[src/hdl/fha_pkg.sv]
// shared types, codes and constants of the fit heap allocator
package fha_pkg;

   localparam int MAX_BLOCKS_DEF = 32;
   localparam int ADDR_BITS_DEF  = 16;
   localparam int FIELD_W        = 16;
   localparam int STATUS_W       = 3;
   localparam int HDR_W          = 8;
   localparam int CSR_IDX_W      = 2;

   localparam logic OP_ALLOC = 1'b0;
   localparam logic OP_FREE  = 1'b1;

   localparam logic [STATUS_W-1:0] ST_OK      = 3'd0;
   localparam logic [STATUS_W-1:0] ST_NULL    = 3'd1;
   localparam logic [STATUS_W-1:0] ST_NOHEAP  = 3'd2;
   localparam logic [STATUS_W-1:0] ST_FULL    = 3'd3;
   localparam logic [STATUS_W-1:0] ST_UNKNOWN = 3'd4;

   localparam logic [CSR_IDX_W-1:0] CSR_FIT_MODE     = 2'd0;
   localparam logic [CSR_IDX_W-1:0] CSR_HEAP_LIMIT   = 2'd1;
   localparam logic [CSR_IDX_W-1:0] CSR_HEADER_BYTES = 2'd2;

   typedef enum logic [2:0] {
      S_IDLE,
      S_SCAN,
      S_DECIDE,
      S_MERGE_A,
      S_MERGE_B,
      S_MERGE_WR,
      S_DELETE,
      S_REPLY
   } state_type;

   // per-cycle command broadcast to the row of table cells
   typedef struct packed {
      logic shift_all;
      logic del;
      logic wr;
      logic wr_base_en;
      logic wr_size_en;
      logic wr_free_en;
      logic wr_free;
   } cell_ctrl_type;

endpackage

[src/hdl/fha_req_if.sv]
// request channel of the fit heap allocator
interface fha_req_if import fha_pkg::*; ();
   logic               valid;
   logic               ready;
   logic               operation;
   logic [FIELD_W-1:0] request_size;
   logic [FIELD_W-1:0] release_address;

   modport source (output valid, operation, request_size, release_address, input ready);
   modport sink   (input valid, operation, request_size, release_address, output ready);
endinterface

[src/hdl/fha_rsp_if.sv]
// response channel of the fit heap allocator
interface fha_rsp_if import fha_pkg::*; ();
   logic                valid;
   logic                ready;
   logic [FIELD_W-1:0]  data_address;
   logic [STATUS_W-1:0] status;

   modport source (output valid, data_address, status, input ready);
   modport sink   (input valid, data_address, status, output ready);
endinterface

[src/hdl/fha_cell.sv]
// one table cell holding a block entry, fed by its upper neighbour
module fha_cell import fha_pkg::*; #(
   parameter int ADDR_BITS = ADDR_BITS_DEF,
   parameter int IW        = 5,
   parameter int IDX       = 0
) (
   input  logic                 clock,
   input  cell_ctrl_type        ctrl,
   input  logic [IW-1:0]        pos,
   input  logic [ADDR_BITS-1:0] wr_base,
   input  logic [ADDR_BITS-1:0] wr_size,
   input  logic [ADDR_BITS-1:0] nbr_base,
   input  logic [ADDR_BITS-1:0] nbr_size,
   input  logic                 nbr_free,
   output logic [ADDR_BITS-1:0] base,
   output logic [ADDR_BITS-1:0] size,
   output logic                 free
);
   localparam logic [IW-1:0] MY_IDX = IW'(IDX);

   logic [ADDR_BITS-1:0] base_ff, base_in;
   logic [ADDR_BITS-1:0] size_ff, size_in;
   logic                 free_ff, free_in;
   logic                 take_nbr, wr_here;

   assign take_nbr = ctrl.shift_all || (ctrl.del && (MY_IDX >= pos));
   assign wr_here  = ctrl.wr && (MY_IDX == pos);

   always_comb begin
      base_in = base_ff;
      size_in = size_ff;
      free_in = free_ff;
      if (take_nbr) begin
         base_in = nbr_base;
         size_in = nbr_size;
         free_in = nbr_free;
      end else if (wr_here) begin
         if (ctrl.wr_base_en) base_in = wr_base;
         if (ctrl.wr_size_en) size_in = wr_size;
         if (ctrl.wr_free_en) free_in = ctrl.wr_free;
      end
   end

   always_ff @(posedge clock) begin
      base_ff <= base_in;
      size_ff <= size_in;
      free_ff <= free_in;
   end

   assign base = base_ff;
   assign size = size_ff;
   assign free = free_ff;
endmodule

[src/hdl/fit_heap_allocator_unit.sv]
// top level of the fit heap allocator: controller and ring of table cells
// an allocate or a rejected free passes scan, decide and reply; a free that lands adds merge a,
// merge b and merge write, and one delete step per neighbour merged; one item at a time
// each item takes one full rotation of the cell ring past the head cell in the scan
// a result waits in the output register while the next item is taken
// reset (synchronous, active high) empties the table, clears the break, restores csrs
module fit_heap_allocator_unit import fha_pkg::*; #(
   parameter int MAX_BLOCKS = MAX_BLOCKS_DEF,
   parameter int ADDR_BITS  = ADDR_BITS_DEF
) (
   input  logic                 clock,
   input  logic                 reset,
   input  logic                 csr_write_en,
   input  logic [CSR_IDX_W-1:0] csr_index,
   input  logic [FIELD_W-1:0]   csr_wdata,
   fha_req_if.sink              req_port,
   fha_rsp_if.source            rsp_port
);
   localparam int IW = (MAX_BLOCKS > 1) ? $clog2(MAX_BLOCKS) : 1;
   localparam int CW = $clog2(MAX_BLOCKS + 1);
   localparam int EW = ((ADDR_BITS > FIELD_W) ? ADDR_BITS : FIELD_W) + 2;
   localparam logic [EW-1:0] MASK_E = {{(EW-ADDR_BITS){1'b0}}, {ADDR_BITS{1'b1}}};
   localparam logic [IW-1:0] LAST_IDX = IW'(MAX_BLOCKS - 1);
   localparam logic [CW-1:0] FULL_CNT = CW'(MAX_BLOCKS);

   // configuration registers
   logic                 fit_mode_ff;
   logic [FIELD_W-1:0]   heap_limit_ff;
   logic [HDR_W-1:0]     header_bytes_ff;

   // control state
   state_type            state_ff, state_in;
   logic [CW-1:0]        count_ff;
   logic [ADDR_BITS-1:0] break_ff;
   logic [IW-1:0]        j_ff;
   logic                 rsp_valid_ff;

   // latched item
   logic                 op_ff;
   logic [FIELD_W-1:0]   req_size_ff;
   logic [FIELD_W-1:0]   rel_addr_ff;

   // search results
   logic                 pick_ff;
   logic [IW-1:0]        pick_idx_ff;
   logic [ADDR_BITS-1:0] pick_size_ff, pick_base_ff;
   logic                 found_ff;
   logic [IW-1:0]        m_ff;
   logic [ADDR_BITS-1:0] msize_ff;
   logic                 lastf_ff;
   logic [ADDR_BITS-1:0] lasts_ff;
   logic                 prevf_ff, nextf_ff;
   logic [ADDR_BITS-1:0] prev_size_ff, next_size_ff;

   // merge bookkeeping
   logic [ADDR_BITS-1:0] acc_ff;
   logic [IW-1:0]        s_ff;
   logic [1:0]           del_left_ff;

   // result held for the next reply
   logic [FIELD_W-1:0]   res_addr_ff, rsp_addr_ff;
   logic [STATUS_W-1:0]  res_status_ff, rsp_status_ff;

   // cell row
   cell_ctrl_type        cctrl;
   logic [IW-1:0]        cpos;
   logic [ADDR_BITS-1:0] cwr_base, cwr_size;
   logic [ADDR_BITS-1:0] c_base [MAX_BLOCKS];
   logic [ADDR_BITS-1:0] c_size [MAX_BLOCKS];
   logic                 c_free [MAX_BLOCKS];

   genvar gi;
   generate
      for (gi = 0; gi < MAX_BLOCKS; gi++) begin : g_cell
         // ring: the last cell takes from the head so a full rotation restores order
         localparam int NB = (gi + 1) % MAX_BLOCKS;
         fha_cell #(.ADDR_BITS(ADDR_BITS), .IW(IW), .IDX(gi)) u_cell (
            .clock    (clock),
            .ctrl     (cctrl),
            .pos      (cpos),
            .wr_base  (cwr_base),
            .wr_size  (cwr_size),
            .nbr_base (c_base[NB]),
            .nbr_size (c_size[NB]),
            .nbr_free (c_free[NB]),
            .base     (c_base[gi]),
            .size     (c_size[gi]),
            .free     (c_free[gi])
         );
      end
   endgenerate

   // head cell view and per-step tests
   logic [ADDR_BITS-1:0] head_base, head_size;
   logic                 head_free, in_range, scan_last;
   logic [EW-1:0]        hdr_e, head_size_e, req_size_e, head_addr_e;
   logic                 cand, take_pick, match;

   assign head_base   = c_base[0];
   assign head_size   = c_size[0];
   assign head_free   = c_free[0];
   assign in_range    = CW'(j_ff) < count_ff;
   assign scan_last   = (j_ff == LAST_IDX);
   assign hdr_e       = EW'(header_bytes_ff);
   assign head_size_e = EW'(head_size);
   assign req_size_e  = EW'(req_size_ff);
   assign head_addr_e = EW'(head_base) + hdr_e;
   assign cand        = in_range && head_free && (head_size_e >= req_size_e);
   // first fit keeps the earliest; best fit replaces only on a strictly smaller size
   assign take_pick   = cand && (!pick_ff || (fit_mode_ff && (head_size < pick_size_ff)));
   assign match       = in_range && !found_ff && (head_addr_e == EW'(rel_addr_ff));

   // decision once the ring is parked again
   logic [EW-1:0]        end_e, pick_addr_e, brk_addr_e;
   logic                 no_heap, full, is_alloc;
   logic [STATUS_W-1:0]  dec_status;
   logic [FIELD_W-1:0]   dec_addr;
   logic                 dec_grow, dec_reuse, dec_mark;

   assign is_alloc    = (op_ff == OP_ALLOC);
   assign end_e       = EW'(break_ff) + hdr_e + req_size_e;
   assign no_heap     = (end_e > EW'(heap_limit_ff)) || (end_e > MASK_E);
   assign full        = (count_ff == FULL_CNT);
   assign pick_addr_e = EW'(pick_base_ff) + hdr_e;
   assign brk_addr_e  = EW'(break_ff) + hdr_e;

   always_comb begin
      dec_status = ST_OK;
      dec_addr   = '0;
      dec_grow   = 1'b0;
      dec_reuse  = 1'b0;
      dec_mark   = 1'b0;
      if (is_alloc) begin
         if (req_size_ff == '0) begin
            dec_status = ST_NULL;
         end else if (pick_ff) begin
            dec_reuse = 1'b1;
            dec_addr  = pick_addr_e[FIELD_W-1:0];
         end else if (no_heap) begin
            dec_status = ST_NOHEAP;
         end else if (full) begin
            dec_status = ST_FULL;
         end else begin
            dec_grow = 1'b1;
            dec_addr = brk_addr_e[FIELD_W-1:0];
         end
      end else begin
         if (rel_addr_ff == '0) begin
            dec_status = ST_NULL;
         end else if (!found_ff) begin
            dec_status = ST_UNKNOWN;
         end else begin
            dec_mark = 1'b1;
         end
      end
   end

   // merged size pieces
   logic [ADDR_BITS-1:0] hdr_a, merge_a, merge_b;
   assign hdr_a   = ADDR_BITS'(hdr_e);
   assign merge_a = (prevf_ff ? (prev_size_ff + hdr_a) : '0) + msize_ff;
   assign merge_b = acc_ff + (nextf_ff ? (hdr_a + next_size_ff) : '0);

   logic req_fire, rsp_load;
   assign req_port.ready = (state_ff == S_IDLE);
   assign req_fire       = req_port.valid && req_port.ready;
   assign rsp_load       = (state_ff == S_REPLY) && (!rsp_valid_ff || rsp_port.ready);

   // next state
   always_comb begin
      state_in = state_ff;
      case (state_ff)
         S_IDLE:     if (req_fire) state_in = S_SCAN;
         S_SCAN:     if (scan_last) state_in = S_DECIDE;
         S_DECIDE:   state_in = dec_mark ? S_MERGE_A : S_REPLY;
         S_MERGE_A:  state_in = S_MERGE_B;
         S_MERGE_B:  state_in = S_MERGE_WR;
         S_MERGE_WR: state_in = (del_left_ff == 2'd0) ? S_REPLY : S_DELETE;
         S_DELETE:   if (del_left_ff == 2'd1) state_in = S_REPLY;
         S_REPLY:    if (rsp_load) state_in = S_IDLE;
         default:    state_in = S_IDLE;
      endcase
   end

   // cell row commands
   always_comb begin
      cctrl    = '0;
      cpos     = '0;
      cwr_base = break_ff;
      cwr_size = ADDR_BITS'(req_size_ff);
      case (state_ff)
         S_SCAN: begin
            cctrl.shift_all = 1'b1;
         end
         S_DECIDE: begin
            if (dec_reuse) begin
               cctrl.wr         = 1'b1;
               cctrl.wr_free_en = 1'b1;
               cpos             = pick_idx_ff;
            end else if (dec_grow) begin
               cctrl.wr         = 1'b1;
               cctrl.wr_base_en = 1'b1;
               cctrl.wr_size_en = 1'b1;
               cctrl.wr_free_en = 1'b1;
               cpos             = count_ff[IW-1:0];
            end else if (dec_mark) begin
               cctrl.wr         = 1'b1;
               cctrl.wr_free_en = 1'b1;
               cctrl.wr_free    = 1'b1;
               cpos             = m_ff;
            end
         end
         S_MERGE_WR: begin
            cctrl.wr         = 1'b1;
            cctrl.wr_size_en = 1'b1;
            cpos             = s_ff;
            cwr_size         = acc_ff;
         end
         S_DELETE: begin
            cctrl.del = 1'b1;
            cpos      = s_ff + IW'(1);
         end
         default: begin
            cctrl = '0;
         end
      endcase
   end

   // configuration writes; the user must write only while idle, the block does not enforce it
   always_ff @(posedge clock) begin
      if (reset) begin
         fit_mode_ff     <= 1'b0;
         heap_limit_ff   <= 16'hFFFF;
         header_bytes_ff <= 8'd24;
      end else if (csr_write_en) begin
         case (csr_index)
            CSR_FIT_MODE:     fit_mode_ff     <= csr_wdata[0];
            CSR_HEAP_LIMIT:   heap_limit_ff   <= csr_wdata;
            CSR_HEADER_BYTES: header_bytes_ff <= csr_wdata[HDR_W-1:0];
            default:          fit_mode_ff     <= fit_mode_ff;
         endcase
      end
   end

   // control registers
   always_ff @(posedge clock) begin
      if (reset) begin
         state_ff     <= S_IDLE;
         count_ff     <= '0;
         break_ff     <= '0;
         rsp_valid_ff <= 1'b0;
      end else begin
         state_ff <= state_in;
         if (rsp_load) begin
            rsp_valid_ff <= 1'b1;
         end else if (rsp_port.ready) begin
            rsp_valid_ff <= 1'b0;
         end
         if (state_ff == S_DECIDE && dec_grow) begin
            count_ff <= count_ff + CW'(1);
            break_ff <= ADDR_BITS'(end_e);
         end else if (state_ff == S_DELETE) begin
            count_ff <= count_ff - CW'(1);
         end
      end
   end

   // datapath registers
   always_ff @(posedge clock) begin
      if (rsp_load) begin
         rsp_addr_ff   <= res_addr_ff;
         rsp_status_ff <= res_status_ff;
      end
      case (state_ff)
         S_IDLE: begin
            op_ff       <= req_port.operation;
            req_size_ff <= req_port.request_size;
            rel_addr_ff <= req_port.release_address;
            j_ff        <= '0;
            pick_ff     <= 1'b0;
            found_ff    <= 1'b0;
            nextf_ff    <= 1'b0;
         end
         S_SCAN: begin
            j_ff     <= j_ff + IW'(1);
            lastf_ff <= head_free;
            lasts_ff <= head_size;
            if (is_alloc && take_pick) begin
               pick_ff      <= 1'b1;
               pick_idx_ff  <= j_ff;
               pick_size_ff <= head_size;
               pick_base_ff <= head_base;
            end
            if (match) begin
               found_ff     <= 1'b1;
               m_ff         <= j_ff;
               msize_ff     <= head_size;
               prevf_ff     <= (j_ff != '0) && lastf_ff;
               prev_size_ff <= lasts_ff;
            end
            // entry just after the freed one
            if (found_ff && in_range && (j_ff == m_ff + IW'(1))) begin
               nextf_ff     <= head_free;
               next_size_ff <= head_size;
            end
         end
         S_DECIDE: begin
            res_status_ff <= dec_status;
            res_addr_ff   <= dec_addr;
         end
         S_MERGE_A: begin
            acc_ff      <= merge_a;
            s_ff        <= prevf_ff ? (m_ff - IW'(1)) : m_ff;
            del_left_ff <= {1'b0, prevf_ff} + {1'b0, nextf_ff};
         end
         S_MERGE_B: begin
            acc_ff <= merge_b;
         end
         S_DELETE: begin
            del_left_ff <= del_left_ff - 2'd1;
         end
         default: begin
            j_ff <= j_ff;
         end
      endcase
   end

   assign rsp_port.valid        = rsp_valid_ff;
   assign rsp_port.data_address = rsp_addr_ff;
   assign rsp_port.status       = rsp_status_ff;

`ifndef SYNTH
   // table never holds more entries than cells
   a_count_bound: assert property (@(posedge clock) disable iff (reset)
      count_ff <= FULL_CNT) else $error("block count above table size");

   // an accepted item always starts a ring rotation
   a_fire_scan: assert property (@(posedge clock) disable iff (reset)
      req_fire |=> state_ff == S_SCAN) else $error("accepted item did not start scan");

   // count moves by at most one entry per cycle
   a_count_step: assert property (@(posedge clock) disable iff (reset)
      (count_ff != $past(count_ff)) |->
         (count_ff == $past(count_ff) + CW'(1) || count_ff == $past(count_ff) - CW'(1)))
      else $error("block count jumped");

   // the heap break only grows, and only on an append
   a_break_grow: assert property (@(posedge clock) disable iff (reset)
      (break_ff != $past(break_ff)) |-> (count_ff == $past(count_ff) + CW'(1)))
      else $error("heap break moved without an append");
`endif
endmodule

[src/flat_wrapper.sv]
// flat-port wrapper written by rule: the top's interface ports become plain ports
module fit_heap_allocator_unit_flat import fha_pkg::*;
#(
   parameter int MAX_BLOCKS = MAX_BLOCKS_DEF,
   parameter int ADDR_BITS  = ADDR_BITS_DEF
)
  (clock, reset, csr_write_en, csr_index, csr_wdata, req_port_valid, req_port_operation, req_port_request_size, req_port_release_address, req_port_ready, rsp_port_valid, rsp_port_data_address, rsp_port_status, rsp_port_ready);
  fha_req_if req_port_i ();
  fha_rsp_if rsp_port_i ();
  input  logic clock;
  input  logic reset;
  input  logic csr_write_en;
  input  logic [CSR_IDX_W-1:0] csr_index;
  input  logic [FIELD_W-1:0] csr_wdata;
  input wire logic [$bits(req_port_i.valid)-1:0] req_port_valid;
  input wire logic [$bits(req_port_i.operation)-1:0] req_port_operation;
  input wire logic [$bits(req_port_i.request_size)-1:0] req_port_request_size;
  input wire logic [$bits(req_port_i.release_address)-1:0] req_port_release_address;
  output wire logic [$bits(req_port_i.ready)-1:0] req_port_ready;
  output wire logic [$bits(rsp_port_i.valid)-1:0] rsp_port_valid;
  output wire logic [$bits(rsp_port_i.data_address)-1:0] rsp_port_data_address;
  output wire logic [$bits(rsp_port_i.status)-1:0] rsp_port_status;
  input wire logic [$bits(rsp_port_i.ready)-1:0] rsp_port_ready;
  assign req_port_i.valid = req_port_valid;
  assign req_port_i.operation = req_port_operation;
  assign req_port_i.request_size = req_port_request_size;
  assign req_port_i.release_address = req_port_release_address;
  assign req_port_ready = req_port_i.ready;
  assign rsp_port_valid = rsp_port_i.valid;
  assign rsp_port_data_address = rsp_port_i.data_address;
  assign rsp_port_status = rsp_port_i.status;
  assign rsp_port_i.ready = rsp_port_ready;
  fit_heap_allocator_unit #(.MAX_BLOCKS(MAX_BLOCKS), .ADDR_BITS(ADDR_BITS)) u_core (.clock(clock), .reset(reset), .csr_write_en(csr_write_en), .csr_index(csr_index), .csr_wdata(csr_wdata), .req_port(req_port_i), .rsp_port(rsp_port_i));
endmodule
[config.mk]
export PLATFORM = sky130hd
export DESIGN_NAME = fit_heap_allocator_unit_flat
export DESIGN_NICKNAME = d
export VERILOG_FILES = /design/src/hdl/fha_pkg.sv /design/src/hdl/fha_req_if.sv /design/src/hdl/fha_rsp_if.sv /design/src/hdl/fha_cell.sv /design/src/hdl/fit_heap_allocator_unit.sv /design/src/flat_wrapper.sv
export SDC_FILE = /design/constraint.sdc
export NUM_CORES = 2
export LEC_CHECK = 0
export ABC_AREA = 0
export BUFFER_PORTS_ARGS = -buffer_cell sky130_fd_sc_hd__buf_4
export CAP_MARGIN = 20
export CORE_MARGIN = 2
export CORE_UTILIZATION = 40
export CTS_CLUSTER_SIZE = 28
export DETAILED_ROUTE_END_ITERATION = 8
export PLACE_DENSITY = 0.54
export RECOVER_POWER = 25
export SYNTH_ARGS = -nofsm -noshare
export SYNTH_HDL_FRONTEND = slang
export SYNTH_HIERARCHICAL = 1
export SYNTH_SLANG_ARGS = --single-unit
[constraint.sdc]
create_clock -name clock -period 13.9 [get_ports clock]
set_input_delay 2.78 -clock clock [delete_from_list [all_inputs] [get_ports clock]]
set_output_delay 2.78 -clock clock [all_outputs]
set_load 0.02 [all_outputs]
== After elaboration in Yosys (flattened, before gate mapping) ==
Cells that the tools add are included.
W data, S select, Z words.
Word-level totals
  output and inout port bits: 21
  word-level logic and storage cells: 855
  input port bits: 56
  register bits: 1317
Operators by class
  reductions and logical operators: 362
  bitwise gates (word level): 1
  muxes and demuxes: 260
  order comparisons: 37
  add/sub/neg operators: 16
  equality and inequality tests: 52
Operator list (count)
  $mux W16: 136
  $reduce_bool A2 Y1: 133
  $reduce_and A2 Y1: 105
  $mux W1: 92
  $eq A5 B5 Y1 const A: 16
  $ge A5 B5 Y1 const A: 16
  $logic_and A1 B1 Y1: 77
  $eq A4 B5 Y1 const A: 8
  $ge A4 B5 Y1 const A: 8
  $logic_or A1 B1 Y1: 35
  $add A16 B8 Y17: 2
  $mux W3: 11
  $add A16 B16 Y16: 2
  $add A16 B8 Y16: 2
  $logic_not A16 Y1: 2
  $pmux W16 S2: 1
  $pmux W3 S8: 1
  $eq A3 B5 Y1 const A: 4
  $ge A3 B5 Y1 const A: 4
  $mux W5: 4
  $add A18 B16 Y18: 1
  $eq A18 B16 Y1: 1
  $gt A18 B16 Y1: 1
  $gt A18 B16 Y1 const B: 1
  38 further kinds: 65

== Logic depth before layout (Yosys ltp) ==
  depth in word-level cells: 16
  depth in mapped cells: 33
  gate-level depth less buffers: 33

== By module ==
Netlist, hierarchy kept.
Modules (own cells, without submodules)
  fit_heap_allocator_unit: instances 1, area each 15980.3 um2, cells each 1520, seq. area each 7327.0 um2
  fha_cell at u_core.g_cell[11].u_cell ...: instances 2, area each 1471.4 um2, cells each 77, seq. area each 991.0 um2
  fha_cell at u_core.g_cell[25].u_cell ...: instances 2, area each 1466.4 um2, cells each 76, seq. area each 991.0 um2
  fha_cell at u_core.g_cell[7].u_cell: instances 1, area each 2138.3 um2, cells each 196, seq. area each 991.0 um2
  fha_cell at u_core.g_cell[23].u_cell: instances 1, area each 1759.2 um2, cells each 122, seq. area each 991.0 um2
  fha_cell at u_core.g_cell[17].u_cell: instances 1, area each 1597.8 um2, cells each 76, seq. area each 991.0 um2
  fha_cell at u_core.g_cell[24].u_cell: instances 1, area each 1590.3 um2, cells each 79, seq. area each 991.0 um2
  fha_cell at u_core.g_cell[16].u_cell: instances 1, area each 1581.5 um2, cells each 76, seq. area each 991.0 um2
  fha_cell at u_core.g_cell[2].u_cell: instances 1, area each 1579.0 um2, cells each 76, seq. area each 991.0 um2
  fha_cell at u_core.g_cell[8].u_cell: instances 1, area each 1579.0 um2, cells each 77, seq. area each 991.0 um2
  fha_cell at u_core.g_cell[1].u_cell: instances 1, area each 1571.5 um2, cells each 75, seq. area each 991.0 um2
  fha_cell at u_core.g_cell[5].u_cell: instances 1, area each 1570.3 um2, cells each 76, seq. area each 991.0 um2
  fha_cell at u_core.g_cell[0].u_cell: instances 1, area each 1569.0 um2, cells each 78, seq. area each 991.0 um2
  fha_cell at u_core.g_cell[3].u_cell: instances 1, area each 1562.7 um2, cells each 75, seq. area each 991.0 um2
  17 more rows

== Least setup slack after synthesis ==
OpenSTA, ideal clock, no wires.
  path kind: register to register
  start: register u_core.break_ff[0]
  end: register u_core.g_cell[31].u_cell.base_ff[0] (enable)
  clock period less this slack: 11.635 ns
  slack: 2.265 ns
  setup time: 0.411 ns
  stages on the path, launching flop included: 28
  data required time: 13.489 ns
  path buffers: 1
  arrival: 11.223 ns
  cell sequence: dfxtp_1 > ha_1 > inv_1 > fa_1 > inv_1 > a21o_1 > a211o_1 > o21a_1 > nand3_1 > xnor2_1 > ha_1 > nand2_1 > or3_1 > o211a_1 > or4_1 > o2111ai_1 > ha_1 > a211o_1 > a21oi_1 > o211ai_1 > a31oi_1 > a21o_1 > o211a_1 > buf_6 > a41oi_1 > o21ai_0 > nand4_1 > o21ai_0
Between the ends
  word-level cells in the longest chain between the ends: 16
  elaborated cells on any way between the ends: 26
  classes of those cells: add/sub: 2; order compare: 3; eq/ne: 1; mux: 13; reduce/logical: 7
RTL lines
  start: declaration: RTL line fit_heap_allocator_unit.sv:34  | logic [ADDR_BITS-1:0] break_ff;
  start signal: assignment: RTL line fit_heap_allocator_unit.sv:261  | break_ff <= ADDR_BITS'(end_e);
  $add A16 B8 Y17 *: RTL line fit_heap_allocator_unit.sv:121  | assign end_e = EW'(break_ff) + hdr_e + req_size_e;
  $add A18 B16 Y18 *: RTL line fit_heap_allocator_unit.sv:121
  named net u_core.end_e[15]: RTL line fit_heap_allocator_unit.sv:114  | logic [EW-1:0] end_e, pick_addr_e, brk_addr_e;
  $gt A18 B16 Y1: RTL line fit_heap_allocator_unit.sv:122  | assign no_heap = (end_e > EW'(heap_limit_ff)) || (end_e > MASK_E);
  $logic_or A1 B1 Y1 *: RTL line fit_heap_allocator_unit.sv:122
  $mux W1 *: RTL line fit_heap_allocator_unit.sv:139  | end else if (no_heap) begin
  $mux W1 *: RTL line fit_heap_allocator_unit.sv:136  | end else if (pick_ff) begin
  $mux W1 *: RTL line fit_heap_allocator_unit.sv:134  | if (req_size_ff == '0) begin
  [2 not listed]
  $mux W5 *: RTL line fit_heap_allocator_unit.sv:196  | if (dec_reuse) begin
  $pmux W5 S3 *: RTL line fit_heap_allocator_unit.sv:191  | case (state_ff)
  named net u_core.cpos[2]: RTL line fit_heap_allocator_unit.sv:66  | logic [IW-1:0] cpos;
  $ge A5 B5 Y1: RTL line fha_cell.sv:26  | assign take_nbr = ctrl.shift_all || (ctrl.del && (MY_IDX >= pos));
  $logic_and A1 B1 Y1: RTL line fha_cell.sv:26
  $logic_or A1 B1 Y1: RTL line fha_cell.sv:26
  $reduce_bool A2 Y1 (no source line)
  $reduce_and A2 Y1 (no source line) *
  end signal: assignment: RTL line fha_cell.sv:45  | base_ff <= base_in;
  end: declaration: RTL line fha_cell.sv:21  | logic [ADDR_BITS-1:0] base_ff, base_in;
The timed path passes the listed nets; every way through them passes the cells marked *.
A chain may end at the register's enable or synchronous reset.

== Final worst setup path ==
  start: register u_core.break_ff[0]
  end: register u_core.count_ff[5]
Between the ends
  word-level cells in the longest chain between the ends: 10
  elaborated cells on any way between the ends: 12
  classes of those cells: add/sub: 2; order compare: 2; mux: 5; reduce/logical: 3
RTL lines
  $add A16 B8 Y17 *: RTL line fit_heap_allocator_unit.sv:121
  $add A18 B16 Y18 *: RTL line fit_heap_allocator_unit.sv:121
  named net u_core.end_e[15]: RTL line fit_heap_allocator_unit.sv:114
  $gt A18 B16 Y1: RTL line fit_heap_allocator_unit.sv:122
  $logic_or A1 B1 Y1 *: RTL line fit_heap_allocator_unit.sv:122
  $mux W1 *: RTL line fit_heap_allocator_unit.sv:139
  $mux W1 *: RTL line fit_heap_allocator_unit.sv:136
  $mux W1 *: RTL line fit_heap_allocator_unit.sv:134
  $mux W1 *: RTL line fit_heap_allocator_unit.sv:133  | if (is_alloc) begin
  $logic_and A1 B1 Y1 *: RTL line fit_heap_allocator_unit.sv:259  | if (state_ff == S_DECIDE && dec_grow) begin
  $mux W6 or $reduce_bool A2 Y1 (tied branches)
  end signal: assignment: RTL line fit_heap_allocator_unit.sv:260  | count_ff <= count_ff + CW'(1);
  end signal: assignment: RTL line fit_heap_allocator_unit.sv:263  | count_ff <= count_ff - CW'(1);
  end: declaration: RTL line fit_heap_allocator_unit.sv:33  | logic [CW-1:0] count_ff;
Marked as above.

==> impl_metrics.sql <==
INSERT INTO impl_metrics (metric_group, metric, value, unit) VALUES
('run_status', 'status', 'complete, but fails checks', ''),
('run_status', 'failed_checks', 'max-capacitance violations, max-slew violations', ''),
('cts', 'path_clk_slew', '0.06', 'ns'),
('timing', 'clock.fmax', '91.6', 'MHz'),
('yosys', 'async_reset_ff_share', '0', '%'),
('yosys', 'number_of_warnings_reported_in_the_yosys_synthesis_log', '6', ''),
('die', 'floorplan.initialDensity', '40.1', '%'),
('worst_setup_path', 'critical_path.startpoint_type', 'flop', ''),
('yosys', 'ys_ff_latch', '1317', ''),
('yosys', 'main_combinational_cell_family_by_area_after_synthesis', 'multiplexers', ''),
('placement', 'buffer_ports.inserted', '76', ''),
('job', 'drv_cap', '12', ''),
('placement', 'dpl_cell_area', '68000', 'um^2'),
('die', 'boundaryPins', '77', ''),
('yosys', 'post_synth_num_cell_types', '105', ''),
('detailed_routing', 'drt_pre_antenna_iters', '7', ''),
('timing', 'timing.final.max_slew_violations', '428', ''),
('pwr', 'p_leak', '26.8', 'nW'),
('cts', 'cts_max_level', '4', ''),
('yosys', 'net_count_of_the_mapped_netlist', '4365', ''),
('timing', 'fin_tns_setup', '0', 'ns'),
('timing', 'grt_setup_unrepaired', 'no', ''),
('worst_setup_path', 'cp_slowest_stage_delay', '1.82', 'ns'),
('timing', 'timing.final.ws_setup', '2.98', 'ns'),
('worst_setup_path', 'crit_family', 'buffers and inverters', ''),
('detailed_routing', 'route.detailed.vias_per_inst', '5.28', ''),
('worst_setup_path', 'cp-end-kind', 'flop', ''),
('placement', 'placement.setup.worst_slack', '4.41', 'ns'),
('timing', 'post-route-period-util', '78.6', '%'),
('pwr', 'irDropWorstVdd', '0.000133', 'V'),
('global_routing', 'grt_start_max_net_pins', '81', ''),
('global_routing', 'grt_first_pass_wirelength', '222', 'mm'),
('yosys', 'seq_area_frac_synth', '60.0', '%'),
('yosys', 'synth_area_leader_cell', 'sky130_fd_sc_hd__edfxtp_1', ''),
('detailed_routing', 'drt-total-wl', '146', 'mm'),
('die', 'core_region_area', '162000', 'um^2'),
('die', 'die_w', '407', 'um'),
('worst_setup_path', 'crit_slowest_cell', 'sky130_fd_sc_hd__clkbuf_1', ''),
('yosys', 'syn_area', '65100', 'um^2'),
('die', 'die-height', '407', 'um'),
('cts', 'postCtsResizedCells', '0', ''),
('cts', 'post-cts-setup-buffer-count', '0', ''),
('global_routing', 'number_of_global_route_vias_before_repair', '34300', ''),
('cells_and_area', 'area_delta_synth_final', '11.5', '%'),
('cells_and_area', 'nets', '4508', ''),
('yosys', 'synthMuxAreaShare', '19.1', '%'),
('worst_setup_path', 'critical_path_required', '14.44', 'ns'),
('cells_and_area', 'finish.utilization', '44.7', '%'),
('yosys', 'synth-simple-area-share', '5.97', '%'),
('pwr', 'power_per_cell_area', '195', 'nW/um^2'),
('cts', 'cts_sinks', '1317', ''),
('cells_and_area', 'fin_area', '72500', 'um^2'),
('detailed_routing', 'vias', '34800', ''),
('timing', 'layout_min_cycle_time', '10.92', 'ns'),
('cts', 'clock_path_buffers', '3', ''),
('cts', 'tritoncts_clock_tree', 'built', ''),
('die', 'placement_rows', '148', ''),
('timing', 'final_worst_clock_skew', '0.0318', 'ns'),
('cts', 'cts_buffers', '145', ''),
('yosys', 'dominant_cell_by_count_in_the_synthesized_netlist', 'sky130_fd_sc_hd__edfxtp_1', ''),
('yosys', 'synth.avg_cell_area', '15.7', 'um^2'),
('cts', 'cts.hold.buffers_added', '0', ''),
('worst_setup_path', 'cp_num_buf_inv', '5', ''),
('worst_setup_path', 'critical_path_peak_fanout', '35', ''),
('die', 'dieArea', '166000', 'um^2'),
('yosys', 'yosys-top-cells-count', 'sky130_fd_sc_hd__edfxtp_1, sky130_fd_sc_hd__mux2_2, sky130_fd_sc_hd__mux2_4', ''),
('yosys', 'synth_ff_type', 'sky130_fd_sc_hd__edfxtp_1', ''),
('timing', 'timing.final.hold_violations', '0', ''),
('timing', 'timing.slew.headroom', '-103', '%'),
('placement', 'place_hpwl', '91.2', 'mm'),
('worst_setup_path', 'crit_path_frequent_cell', 'sky130_fd_sc_hd__a21o_1', '');
sequential cells by signal (all words and copies together), names as in the netlist, 6 cells and up:
signal	count
u_core/acc_ff	16
u_core/break_ff	16
u_core/count_ff	6
u_core/g_cell.u_cell/base	512
u_core/g_cell.u_cell/free	32
u_core/g_cell.u_cell/size	512
u_core/header_bytes_ff	8
u_core/heap_limit_ff	16
u_core/lasts_ff	16
u_core/msize_ff	16
u_core/next_size_ff	16
u_core/pick_base_ff	16
u_core/pick_size_ff	16
u_core/prev_size_ff	16
u_core/rel_addr_ff	16
u_core/req_size_ff	16
u_core/res_addr_ff	16
u_core/rsp_port.data_address	16
layout by cell type, fill, tap and decap left out, types with 47 or more instances in the layout:
cell                           n
sky130_fd_sc_hd__mux2_1       61
sky130_fd_sc_hd__clkbuf_1     68
sky130_fd_sc_hd__xnor2_1      71
sky130_fd_sc_hd__inv_1       116
sky130_fd_sc_hd__a21oi_1      97
sky130_fd_sc_hd__nor2_1      102
sky130_fd_sc_hd__mux2_4      231
sky130_fd_sc_hd__nand2b_1     55
sky130_fd_sc_hd__a21bo_2      70
sky130_fd_sc_hd__o21ai_0      64
sky130_fd_sc_hd__edfxtp_1   1266
sky130_fd_sc_hd__mux2_2      706
sky130_fd_sc_hd__nand3_1      47
sky130_fd_sc_hd__clkbuf_16   150
sky130_fd_sc_hd__o211ai_1     48
sky130_fd_sc_hd__buf_4        80
sky130_fd_sc_hd__nand2_1     154
sky130_fd_sc_hd__ha_1        152
path summary, 6_finish.rpt:
kind | cells after the start | slack [ns] | from | end
worst min register to register | 0 | 0.41 | u_core/res_addr_ff[13]$_SDFFCE_PP0P_ | u_core/rsp_port.data_address[13]$_DFFE_PP_
worst max-delay path | 34 | 2.98 | u_core/break_ff[0]$_SDFFE_PP0P_ | u_core/count_ff[5]$_SDFFE_PP0P_
worst max register to register | 34 | 2.98 | u_core/break_ff[0]$_SDFFE_PP0P_ | u_core/count_ff[5]$_SDFFE_PP0P_
worst min-delay path | 0 | 0.41 | u_core/res_addr_ff[13]$_SDFFCE_PP0P_ | u_core/rsp_port.data_address[13]$_DFFE_PP_
area by class of cell:
type	count	area, um^2	share of cell area (%)
well taps	2175	2720	3.75
flip-flops and latches	1317	39100	53.8
repair buffers	163	1330	1.83
diodes	1	2.50	0.00345
clock inverters	90	910	1.25
inverters	118	447	0.616
multi-input cells	2546	24200	33.4
clock buffers	177	3850	5.31
cells by family (layout without fill, tap and decap cells):
group | Yosys count | in the layout
AO/OA/AOI/OAI | 583 | 583
XOR/XNOR | 114 | 114
adder cells (fa/ha/maj) | 161 | 161
buffers and inverters | 285 | 548
flip-flops | 1317 | 1317
multiplexers | 1014 | 1014
other | 0 | 1
AND/OR/NAND/NOR | 674 | 674
metrics by stage:
step / hold WS [ns] / cells
floorplan: 0.400 / 4148
global placement: 0.401 / 6305
detailed placement: 0.405 / 6312
CTS: 0.414 / 6579
global route: 0.416 / 6586
finish: 0.408 / 6587
routing by layer:
layer / routed length [um] / up-vias / part of all wire [%] / global-route usage (%)
met2: 62200 / 827 / 43 / 25.4
met4: 3560 / 0 / 2.4 / 4.91
met5: 0 / - / 0 / 0
met1: 73500 / 17300 / 50 / 26.3
li1: - / 16400 / - / -
met3: 6490 / 202 / 4.5 / 2.71
report_power, final:
part / switching, mW / total, mW / internal [mW]
clock network: 1.58 / 3.85 / 2.28
registers: 0.517 / 6.41 / 5.89
logic: 2.03 / 3.86 / 1.83
total: 4.12 / 14.1 / 10.0
No activity file was read; power rests on OpenSTA's default activity.
